`src/hdl/crc32_word_stream_assert.svh`:
```
// ----------------------------------------------------------------------------
// crc32_word_stream assertion macros
// Concurrent assertion shorthands shared by the CRC word stream design.
// ----------------------------------------------------------------------------
`ifndef CRC32_WORD_STREAM_ASSERT_SVH
`define CRC32_WORD_STREAM_ASSERT_SVH

// same-cycle implication, disabled during reset
`define CWS_ASSERT_IMP(lbl, clk, rstn, ante, cons) \
    lbl: assert property (@(posedge clk) disable iff (!rstn) (ante) |-> (cons)) \
        else $error("crc32_word_stream: assertion failed");

// next-cycle implication, disabled during reset
`define CWS_ASSERT_NEXT(lbl, clk, rstn, ante, cons) \
    lbl: assert property (@(posedge clk) disable iff (!rstn) (ante) |=> (cons)) \
        else $error("crc32_word_stream: assertion failed");

`endif

```
`src/hdl/crc32ws_pkg.sv`:
```
// ----------------------------------------------------------------------------
// crc32ws_pkg
// Shared types, constants and a helper function of the CRC word stream.
// ----------------------------------------------------------------------------
package crc32ws_pkg;

    localparam int WORD_W      = 32;
    localparam int TAB_W       = $clog2(WORD_W);
    localparam int QUEUE_DEPTH = 2;
    localparam int QPTR_W      = $clog2(QUEUE_DEPTH);
    localparam int QCNT_W      = $clog2(QUEUE_DEPTH + 1);
    localparam int CFG_IDX_W   = 1;

    localparam logic [WORD_W-1:0] POLY_RESET = 32'h04C1_1DB7;
    localparam logic [WORD_W-1:0] INIT_RESET = 32'hFFFF_FFFF;

    typedef enum logic [CFG_IDX_W-1:0] {
        REG_POLYNOMIAL    = 1'b0,
        REG_INITIAL_VALUE = 1'b1
    } cfg_reg_t;

    typedef struct packed {
        logic [WORD_W-1:0] data_word;
        logic              last_word;
    } word_item_t;

    // one bit of MSB-first division with a zero data bit
    function automatic logic [WORD_W-1:0] crc_step(
        input logic [WORD_W-1:0] r,
        input logic [WORD_W-1:0] poly
    );
        return {r[WORD_W-2:0], 1'b0} ^ (r[WORD_W-1] ? poly : '0);
    endfunction

endpackage

```
`src/hdl/crc32ws_if.sv`:
```
// ----------------------------------------------------------------------------
// crc32ws_if
// Valid/ready channel interfaces for message words and CRC results.
// ----------------------------------------------------------------------------
interface crc32ws_word_if;
    import crc32ws_pkg::*;

    logic              valid;
    logic              ready;
    logic [WORD_W-1:0] data_word;
    logic              last_word;

    modport source (output valid, output data_word, output last_word, input ready);
    modport sink   (input valid, input data_word, input last_word, output ready);
endinterface

interface crc32ws_crc_if;
    import crc32ws_pkg::*;

    logic              valid;
    logic              ready;
    logic [WORD_W-1:0] crc_value;

    modport source (output valid, output crc_value, input ready);
    modport sink   (input valid, input crc_value, output ready);
endinterface

```
`src/hdl/crc32ws_front.sv`:
```
// ----------------------------------------------------------------------------
// crc32ws_front
// Input stage: accepts word transactions, tags the last word, feeds the queue.
// ----------------------------------------------------------------------------
module crc32ws_front (
    input  logic                    clk,
    input  logic                    rst_n,
    crc32ws_word_if.sink            word_ch,
    input  logic                    building,
    output logic                    push_valid,
    input  logic                    push_ready,
    output crc32ws_pkg::word_item_t push_item
);
    import crc32ws_pkg::*;

    logic       hold_valid_reg;
    logic       hold_valid_next;
    word_item_t hold_item_reg;
    logic       accept;

    always_comb
    begin
        word_ch.ready   = !building && (!hold_valid_reg || push_ready);
        accept          = word_ch.valid && word_ch.ready;
        hold_valid_next = accept || (hold_valid_reg && !push_ready);
    end

    always_ff @(posedge clk or negedge rst_n)
    begin
        if (!rst_n)
        begin
            hold_valid_reg <= 1'b0;
        end
        else
        begin
            hold_valid_reg <= hold_valid_next;
        end
    end

    always_ff @(posedge clk)
    begin
        if (accept)
        begin
            hold_item_reg.data_word <= word_ch.data_word;
            hold_item_reg.last_word <= word_ch.last_word;
        end
    end

    assign push_valid = hold_valid_reg;
    assign push_item  = hold_item_reg;

endmodule

```
`src/hdl/crc32ws_fifo.sv`:
```
// ----------------------------------------------------------------------------
// crc32ws_fifo
// Short queue between the input stage and the CRC engine.
// ----------------------------------------------------------------------------
module crc32ws_fifo (
    input  logic                    clk,
    input  logic                    rst_n,
    input  logic                    push_valid,
    output logic                    push_ready,
    input  crc32ws_pkg::word_item_t push_item,
    output logic                    pop_valid,
    input  logic                    pop_ready,
    output crc32ws_pkg::word_item_t pop_item
);
    import crc32ws_pkg::*;

    word_item_t        mem_reg [QUEUE_DEPTH];
    logic [QPTR_W-1:0] wr_ptr_reg;
    logic [QPTR_W-1:0] wr_ptr_next;
    logic [QPTR_W-1:0] rd_ptr_reg;
    logic [QPTR_W-1:0] rd_ptr_next;
    logic [QCNT_W-1:0] count_reg;
    logic [QCNT_W-1:0] count_next;
    logic              push;
    logic              pop;

    always_comb
    begin
        push_ready  = (count_reg != QCNT_W'(QUEUE_DEPTH));
        pop_valid   = (count_reg != '0);
        pop_item    = mem_reg[rd_ptr_reg];
        push        = push_valid && push_ready;
        pop         = pop_valid && pop_ready;
        wr_ptr_next = wr_ptr_reg;
        rd_ptr_next = rd_ptr_reg;
        count_next  = count_reg;
        if (push)
        begin
            wr_ptr_next = (wr_ptr_reg == QPTR_W'(QUEUE_DEPTH - 1)) ? '0 : wr_ptr_reg + 1'b1;
        end
        if (pop)
        begin
            rd_ptr_next = (rd_ptr_reg == QPTR_W'(QUEUE_DEPTH - 1)) ? '0 : rd_ptr_reg + 1'b1;
        end
        if (push && !pop)
        begin
            count_next = count_reg + 1'b1;
        end
        else if (pop && !push)
        begin
            count_next = count_reg - 1'b1;
        end
    end

    always_ff @(posedge clk or negedge rst_n)
    begin
        if (!rst_n)
        begin
            wr_ptr_reg <= '0;
            rd_ptr_reg <= '0;
            count_reg  <= '0;
        end
        else
        begin
            wr_ptr_reg <= wr_ptr_next;
            rd_ptr_reg <= rd_ptr_next;
            count_reg  <= count_next;
        end
    end

    always_ff @(posedge clk)
    begin
        if (push)
        begin
            mem_reg[wr_ptr_reg] <= push_item;
        end
    end

endmodule

```
`src/hdl/crc32ws_back.sv`:
```
// ----------------------------------------------------------------------------
// crc32ws_back
// CRC engine: folds one word per cycle through a polynomial column table unless
// rebuilding or stalled on crc_ch; holds the configuration and result registers.
// ----------------------------------------------------------------------------
module crc32ws_back (
    input  logic                           clk,
    input  logic                           rst_n,
    input  logic                           wr_en,
    input  logic [crc32ws_pkg::CFG_IDX_W-1:0] wr_index,
    input  logic [crc32ws_pkg::WORD_W-1:0] wr_data,
    input  logic                           pop_valid,
    output logic                           pop_ready,
    input  crc32ws_pkg::word_item_t        pop_item,
    output logic                           building,
    crc32ws_crc_if.source                  crc_ch
);
    import crc32ws_pkg::*;

    logic [WORD_W-1:0] poly_reg;
    logic [WORD_W-1:0] col_reg;
    logic [TAB_W-1:0]  build_cnt_reg;
    logic              building_reg;
    logic [WORD_W-1:0] table_reg [WORD_W];
    logic [WORD_W-1:0] init_reg;
    logic [WORD_W-1:0] rem_reg;
    logic [WORD_W-1:0] rem_next;
    logic              out_valid_reg;
    logic              out_valid_next;
    logic [WORD_W-1:0] crc_reg;
    logic [WORD_W-1:0] folded;
    logic [WORD_W-1:0] mixed;
    logic              pop;
    logic              poly_wr;
    logic              init_wr;

    always_comb
    begin
        poly_wr = 1'b0;
        init_wr = 1'b0;
        if (wr_en)
        begin
            case (wr_index)
                REG_POLYNOMIAL:    poly_wr = 1'b1;
                REG_INITIAL_VALUE: init_wr = 1'b1;
                default:           ;
            endcase
        end
    end

    always_comb
    begin
        mixed  = rem_reg ^ pop_item.data_word;
        folded = '0;
        for (int i = 0; i < WORD_W; i++)
        begin
            if (mixed[i])
            begin
                folded = folded ^ table_reg[i];
            end
        end
    end

    always_comb
    begin
        pop_ready = !building_reg
                    && (!pop_item.last_word || !out_valid_reg || crc_ch.ready);
        pop       = pop_valid && pop_ready;
        rem_next  = rem_reg;
        if (pop)
        begin
            rem_next = pop_item.last_word ? init_reg : folded;
        end
        out_valid_next = out_valid_reg && !crc_ch.ready;
        if (pop && pop_item.last_word)
        begin
            out_valid_next = 1'b1;
        end
    end

    // rebuild column table: column i is i division steps applied to the polynomial
    always_ff @(posedge clk or negedge rst_n)
    begin
        if (!rst_n)
        begin
            poly_reg      <= POLY_RESET;
            col_reg       <= POLY_RESET;
            build_cnt_reg <= '0;
            building_reg  <= 1'b1;
            init_reg      <= INIT_RESET;
            rem_reg       <= INIT_RESET;
            out_valid_reg <= 1'b0;
        end
        else
        begin
            if (poly_wr)
            begin
                poly_reg      <= wr_data;
                col_reg       <= wr_data;
                build_cnt_reg <= '0;
                building_reg  <= 1'b1;
            end
            else if (building_reg)
            begin
                col_reg       <= crc_step(col_reg, poly_reg);
                build_cnt_reg <= build_cnt_reg + 1'b1;
                if (build_cnt_reg == TAB_W'(WORD_W - 1))
                begin
                    building_reg <= 1'b0;
                end
            end
            if (init_wr)
            begin
                init_reg <= wr_data;
            end
            rem_reg       <= rem_next;
            out_valid_reg <= out_valid_next;
        end
    end

    always_ff @(posedge clk)
    begin
        if (building_reg && !poly_wr)
        begin
            table_reg[build_cnt_reg] <= col_reg;
        end
        if (pop && pop_item.last_word)
        begin
            crc_reg <= folded;
        end
    end

    assign building         = building_reg;
    assign crc_ch.valid     = out_valid_reg;
    assign crc_ch.crc_value = crc_reg;

endmodule

```
`src/hdl/crc32_word_stream.sv`:
```
// ----------------------------------------------------------------------------
// crc32_word_stream
// Running CRC-32 (MSB first, no reflection, no final XOR) over 32-bit words.
//
//   channel   dir   handshake      payload
//   word_ch   in    valid/ready    data_word[31:0], last_word
//   crc_ch    out   valid/ready    crc_value[31:0]
//   wr_*      in    wr_en strobe   wr_index (0 polynomial, 1 initial value), wr_data
//
// One word per cycle unless a table rebuild or crc_ch stall holds it; the remainder
// update is a single XOR pass over a 32-column table derived from the polynomial.
// An accepted word passes the input holding register and the queue to the engine,
// whose result register holds the CRC. After reset and after each polynomial write
// the table is rebuilt, during which no word is accepted. The result register and
// a 2-entry queue let input run while crc_ch stalls.
// ----------------------------------------------------------------------------
`include "crc32_word_stream_assert.svh"

module crc32_word_stream (
    input  logic                              clk,
    input  logic                              rst_n,
    crc32ws_word_if.sink                      word_ch,
    crc32ws_crc_if.source                     crc_ch,
    input  logic                              wr_en,
    input  logic [crc32ws_pkg::CFG_IDX_W-1:0] wr_index,
    input  logic [crc32ws_pkg::WORD_W-1:0]    wr_data
);
    import crc32ws_pkg::*;

    logic       building;
    logic       front_valid;
    logic       front_ready;
    word_item_t front_item;
    logic       q_valid;
    logic       q_ready;
    word_item_t q_item;
    logic       last_pop;

    crc32ws_front u_front (
        .clk        (clk),
        .rst_n      (rst_n),
        .word_ch    (word_ch),
        .building   (building),
        .push_valid (front_valid),
        .push_ready (front_ready),
        .push_item  (front_item)
    );

    crc32ws_fifo u_fifo (
        .clk        (clk),
        .rst_n      (rst_n),
        .push_valid (front_valid),
        .push_ready (front_ready),
        .push_item  (front_item),
        .pop_valid  (q_valid),
        .pop_ready  (q_ready),
        .pop_item   (q_item)
    );

    crc32ws_back u_back (
        .clk       (clk),
        .rst_n     (rst_n),
        .wr_en     (wr_en),
        .wr_index  (wr_index),
        .wr_data   (wr_data),
        .pop_valid (q_valid),
        .pop_ready (q_ready),
        .pop_item  (q_item),
        .building  (building),
        .crc_ch    (crc_ch)
    );

    assign last_pop = q_valid && q_ready && q_item.last_word;

    `CWS_ASSERT_IMP(a_no_accept_building, clk, rst_n, building, !word_ch.ready)
    `CWS_ASSERT_IMP(a_no_pop_building, clk, rst_n, building, !(q_valid && q_ready))
    `CWS_ASSERT_IMP(a_last_has_slot, clk, rst_n, last_pop, !crc_ch.valid || crc_ch.ready)
    `CWS_ASSERT_NEXT(a_last_gives_result, clk, rst_n, last_pop, crc_ch.valid)

endmodule

```
`src/flat_wrapper.sv`:
```
// flat-port wrapper written by rule: the top's interface ports become plain ports
module crc32_word_stream_flat import crc32ws_pkg::*;
  (clk, rst_n, wr_en, wr_index, wr_data, word_ch_valid, word_ch_data_word, word_ch_last_word, word_ch_ready, crc_ch_valid, crc_ch_crc_value, crc_ch_ready);
  crc32ws_word_if word_ch_i ();
  crc32ws_crc_if crc_ch_i ();
  input  logic clk;
  input  logic rst_n;
  input  logic wr_en;
  input  logic [crc32ws_pkg::CFG_IDX_W-1:0] wr_index;
  input  logic [crc32ws_pkg::WORD_W-1:0] wr_data;
  input wire logic [$bits(word_ch_i.valid)-1:0] word_ch_valid;
  input wire logic [$bits(word_ch_i.data_word)-1:0] word_ch_data_word;
  input wire logic [$bits(word_ch_i.last_word)-1:0] word_ch_last_word;
  output wire logic [$bits(word_ch_i.ready)-1:0] word_ch_ready;
  output wire logic [$bits(crc_ch_i.valid)-1:0] crc_ch_valid;
  output wire logic [$bits(crc_ch_i.crc_value)-1:0] crc_ch_crc_value;
  input wire logic [$bits(crc_ch_i.ready)-1:0] crc_ch_ready;
  assign word_ch_i.valid = word_ch_valid;
  assign word_ch_i.data_word = word_ch_data_word;
  assign word_ch_i.last_word = word_ch_last_word;
  assign word_ch_ready = word_ch_i.ready;
  assign crc_ch_valid = crc_ch_i.valid;
  assign crc_ch_crc_value = crc_ch_i.crc_value;
  assign crc_ch_i.ready = crc_ch_ready;
  crc32_word_stream u_core (.clk(clk), .rst_n(rst_n), .word_ch(word_ch_i), .crc_ch(crc_ch_i), .wr_en(wr_en), .wr_index(wr_index), .wr_data(wr_data));
endmodule
```
`config.mk`:
```
export PLATFORM = sky130hd
export DESIGN_NAME = crc32_word_stream_flat
export DESIGN_NICKNAME = d
export VERILOG_FILES = /design/src/hdl/crc32ws_pkg.sv /design/src/hdl/crc32ws_if.sv /design/src/hdl/crc32ws_front.sv /design/src/hdl/crc32ws_fifo.sv /design/src/hdl/crc32ws_back.sv /design/src/hdl/crc32_word_stream.sv /design/src/flat_wrapper.sv
export VERILOG_INCLUDE_DIRS = /design/src /design/src/hdl
export SDC_FILE = /design/constraint.sdc
export NUM_CORES = 2
export LEC_CHECK = 0
export ABC_CLOCK_PERIOD_IN_PS = 7300
export BUFFER_PORTS_ARGS = -buffer_cell sky130_fd_sc_hd__buf_2
export CORE_MARGIN = 2
export CORE_UTILIZATION = 50
export CTS_BUF_LIST = sky130_fd_sc_hd__clkbuf_4 sky130_fd_sc_hd__clkbuf_8
export DETAILED_ROUTE_END_ITERATION = 10
export PLACE_DENSITY_LB_ADDON = 0.25
export SETUP_SLACK_MARGIN = 0.05
export SLEW_MARGIN = 20
export SYNTH_ARGS = -nofsm -noshare
export SYNTH_HDL_FRONTEND = slang
export SYNTH_SLANG_ARGS = --single-unit
export TNS_END_PERCENT = 20
```
`constraint.sdc`:
```
create_clock -name clk -period 7.3 [get_ports clk]
set_input_delay 0.365 -clock clk [delete_from_list [all_inputs] [get_ports clk]]
set_output_delay 0.365 -clock clk [all_outputs]
set_load 0.03 [all_outputs]
```
==> metrics.csv <==
metric;value;unit
Slew headroom;21.4;%
Setup CP Type;register to register;
number of global-route vias before repair;32701;
Die H;342;um
register area share after synthesis;67.2;%
most frequent cells after synthesis;nand2_1 (1157), edfxtp_1 (1155), xnor2_1 (521);
gr ovfl total;0;
Setup crit end kind;register;
antenna violations before repair;7;
Tmin final;4.91;ns
Pwr per Cell Area;538;nW/um2
Lkg Pwr;24.0;nW
maximum buffer depth of the clock tree;3;
Mapped Cells;3934;
CTS tree;built;
Sequential Power Share;32.6;%
hold slack final;0.116;ns
Fillers;8848;
Die Wd;342;um
final net count;4338;
FMAX;204;MHz
crit path max-delay cell type;dfrtp_2;
reg-to-reg slack, setup;2.39;ns
Clk network pwr share;17.6;%
Yosys warnings;0;
Avg WL per Cell;30.6;um
GP Congestion;0.849;
Max Cap Viol;0;
die area;117000;um2
Sw Pwr;13.4;mW
Setup Fix Bufs, Post-CTS;0;
worst slew pin tran;1.18;ns
post-DP HPWL;102000;um
Clock Latency Late Sink;0.93;ns
worst-path fanout max;18;
largest family of logic cells by synthesized area;XOR/XNOR gates;
P&R area growth vs syn;13.5;%
R2R depth;9;
skew final;0.0439;ns
number of core rows;123;
# port buffers;104;
Synth Area in Adders;0.132;%
synthesized flop and latch total;1295;
drc violations;0;
compound-gate portion of the synthesized area;1.61;%
Pint;21.4;mW
Synth cell types;41;
worst path cell trace;buf_4 -> mux2i_4 -> mux2i_1 -> xor2_1 -> xnor3_1 -> xnor3_1 -> xnor3_1 -> xnor3_1 -> a31o_1;
All-Layer GR Usage;31.3;%
Crit path required time;8.15;ns
VDD IR max;0.368;mV
WP data arrival;5.75;ns
Sequential Area;38300;um2
switching share of power;38.5;%
vias per cell;5.74;
Top FF cell, synth;edfxtp_1;
Synth Net Count;4011;
Core ar.;113000;um2
Final Max Tran Viols;0;
footprint of the multi-input gates;18500;um2
Fin Setup TNS;0;ns
worst hold path class;input pin to asynchronous set/reset pin;
Iteration-0 DRC Markers;4956;
Post-Synth Simple-Gate Area;9.03;%
status;complete, no violations;
Mapped Area;57000;um2
Tot Pwr;34.8;mW
crit share post-route;67.2;%
vias;34057;
num ports;105;
EDFF count, synth;1155;
Largest register FFs;1024;
Clock transition at path regs;0.06;ns
final hold violations;0;
Num CTS Buffers;202;
final core utilization;57.3;%
top-count cell post-synth;nand2_1;
combinational power share;49.7;%
startpoint types;register;
largest net degree at the start of global routing;81;
final wirelength;182000;um
root buf cell;clkbuf_8;
CTS Sinks;1295;
Final ANT Viol Nets;0;
post-synth top area cell;edfxtp_1;
top cells by area, synth;edfxtp_1 (61%), xnor2_1 (8.0%), nand2_1 (7.6%);
first-pass GRT wire length;251000;um
Mean Syn Cell Area;14.5;um2
H-tree depth;4;
crit-path max cell delay;0.91;ns
endpoints failing setup;0;
Synth top area share;60.9;%
CP dominant cell by count;xnor3_1;
unrepaired setup endpoints after global routing;no;
drt pass-1 iters;5;
xor/xnor share of the synthesized area;17.9;%
Initial Utilization;50.5;%
layout cells sized above 1;17.5;%
mux share of post-synthesis cell area;2.70;%
ys async rst share;10.8;%
[kinds of logic after synthesis]
| group | after synthesis |
|---|---|
| multiplexers | 131 |
| AND/OR/NAND/NOR | 1314 |
| buffers and inverters | 152 |
| adder cells (fa/ha/maj) | 6 |
| flip-flops | 1295 |
| AO/OA/AOI/OAI | 134 |
| XOR/XNOR | 902 |
[cell usage in the layout, fill, tap and decap left out, types with 2 or more instances in the layout]
cell	count
a21oi_1	32
a22o_1	32
a31o_1	30
a31o_2	3
and3_1	3
buf_2	103
buf_4	95
clkbuf_4	94
clkbuf_8	221
clkinv_1	31
clkinv_2	25
clkinvlp_4	5
dfrtp_1	40
dfrtp_2	7
dfstp_2	93
diode_2	2
dlygate4sd3_1	71
edfxtp_1	1155
ha_1	6
inv_1	4
inv_6	2
mux2_2	32
mux2i_1	77
mux2i_2	9
mux2i_4	13
nand2_1	1157
nand2b_1	66
nand3_1	6
nand3b_1	3
nor2_1	38
nor2_4	35
o21ai_0	34
or3b_2	2
xnor2_1	502
xnor2_2	19
xnor2_4	13
xnor3_1	160
xor2_1	208
[timing repair]
| item | 4_1_cts | 5_1_grt |
|---|---|---|
| hold buffers | 71 | 0 |
| hold endpoints to repair | 210 | 0 |
| gates resized for setup | 0 | 0 |
| endpoints found under the setup margin | 0 | 0 |
[metal layers]
layer | track usage [%] | routed length (um) | vias up | part of all wire, %
met5 | 0 | 38 | - | 0.021
li1 | - | - | 14217 | -
met2 | 48.6 | 83100 | 2215 | 46
met3 | 7.18 | 22000 | 349 | 12
met4 | 11.8 | 6900 | 6 | 3.8
met1 | 43.3 | 69800 | 17270 | 38
[final timing paths]
check | startpoint | endpoint
max | u_core.u_fifo.rd_ptr_reg | u_core.u_back.rem_reg[9]
min | rst_n | u_core.u_back.build_cnt_reg[2]
max reg2reg | u_core.u_fifo.rd_ptr_reg | u_core.u_back.rem_reg[9]
min reg2reg | u_core.u_front.push_item[0] | u_core.u_fifo.mem_reg[1][0]
max in group asynchronous | rst_n | u_core.u_back.col_reg[24]
min in group clk | word_ch_data_word[17] | u_core.u_front.push_item[18]
[through the flow]
stage	setup slack (ns)	instance area (um2)	std cells
2_1_floorplan	4.16	57000	3934
3_3_place_gp	2.50	59900	5486
3_5_place_dp	2.50	59900	5486
4_1_cts	2.48	64700	5934
5_1_grt	2.37	64700	5935
6_report	2.39	64700	5936
[area by class of cell]
cell class                 instances  area share (%)
sequential                      1295            59.3
multi-input combinational       2487            28.5
clock buffer                     315            5.80
timing repair buffer             270            3.02
tap                             1500            2.90
clock inverter                    62           0.451
inverter                           5          0.0310
antenna                            2         0.00774
[critical path: cells and delay by family, from the launching register on]
| family | cells | cell delay, ns |
|---|---|---|
| multiplexers | 2 | 1.20 |
| XOR/XNOR | 5 | 1.90 |
| buffers and inverters | 1 | 0.60 |
| AO/OA/AOI/OAI | 1 | 0.19 |
| flip-flops | 1 | 0.91 |
[power groups by stage]
stage	clock network (mW)	logic, mW	registers, mW
3_5_place_dp	0	17.1	11.5
2_1_floorplan	0	11.5	10.9
3_3_place_gp	0	16.8	11.4
4_1_cts	6.19	17.2	11.3
6_report	6.14	17.3	11.4
5_1_grt	6.51	17.7	11.4
Note: power is estimated with default switching activity, not from simulation.
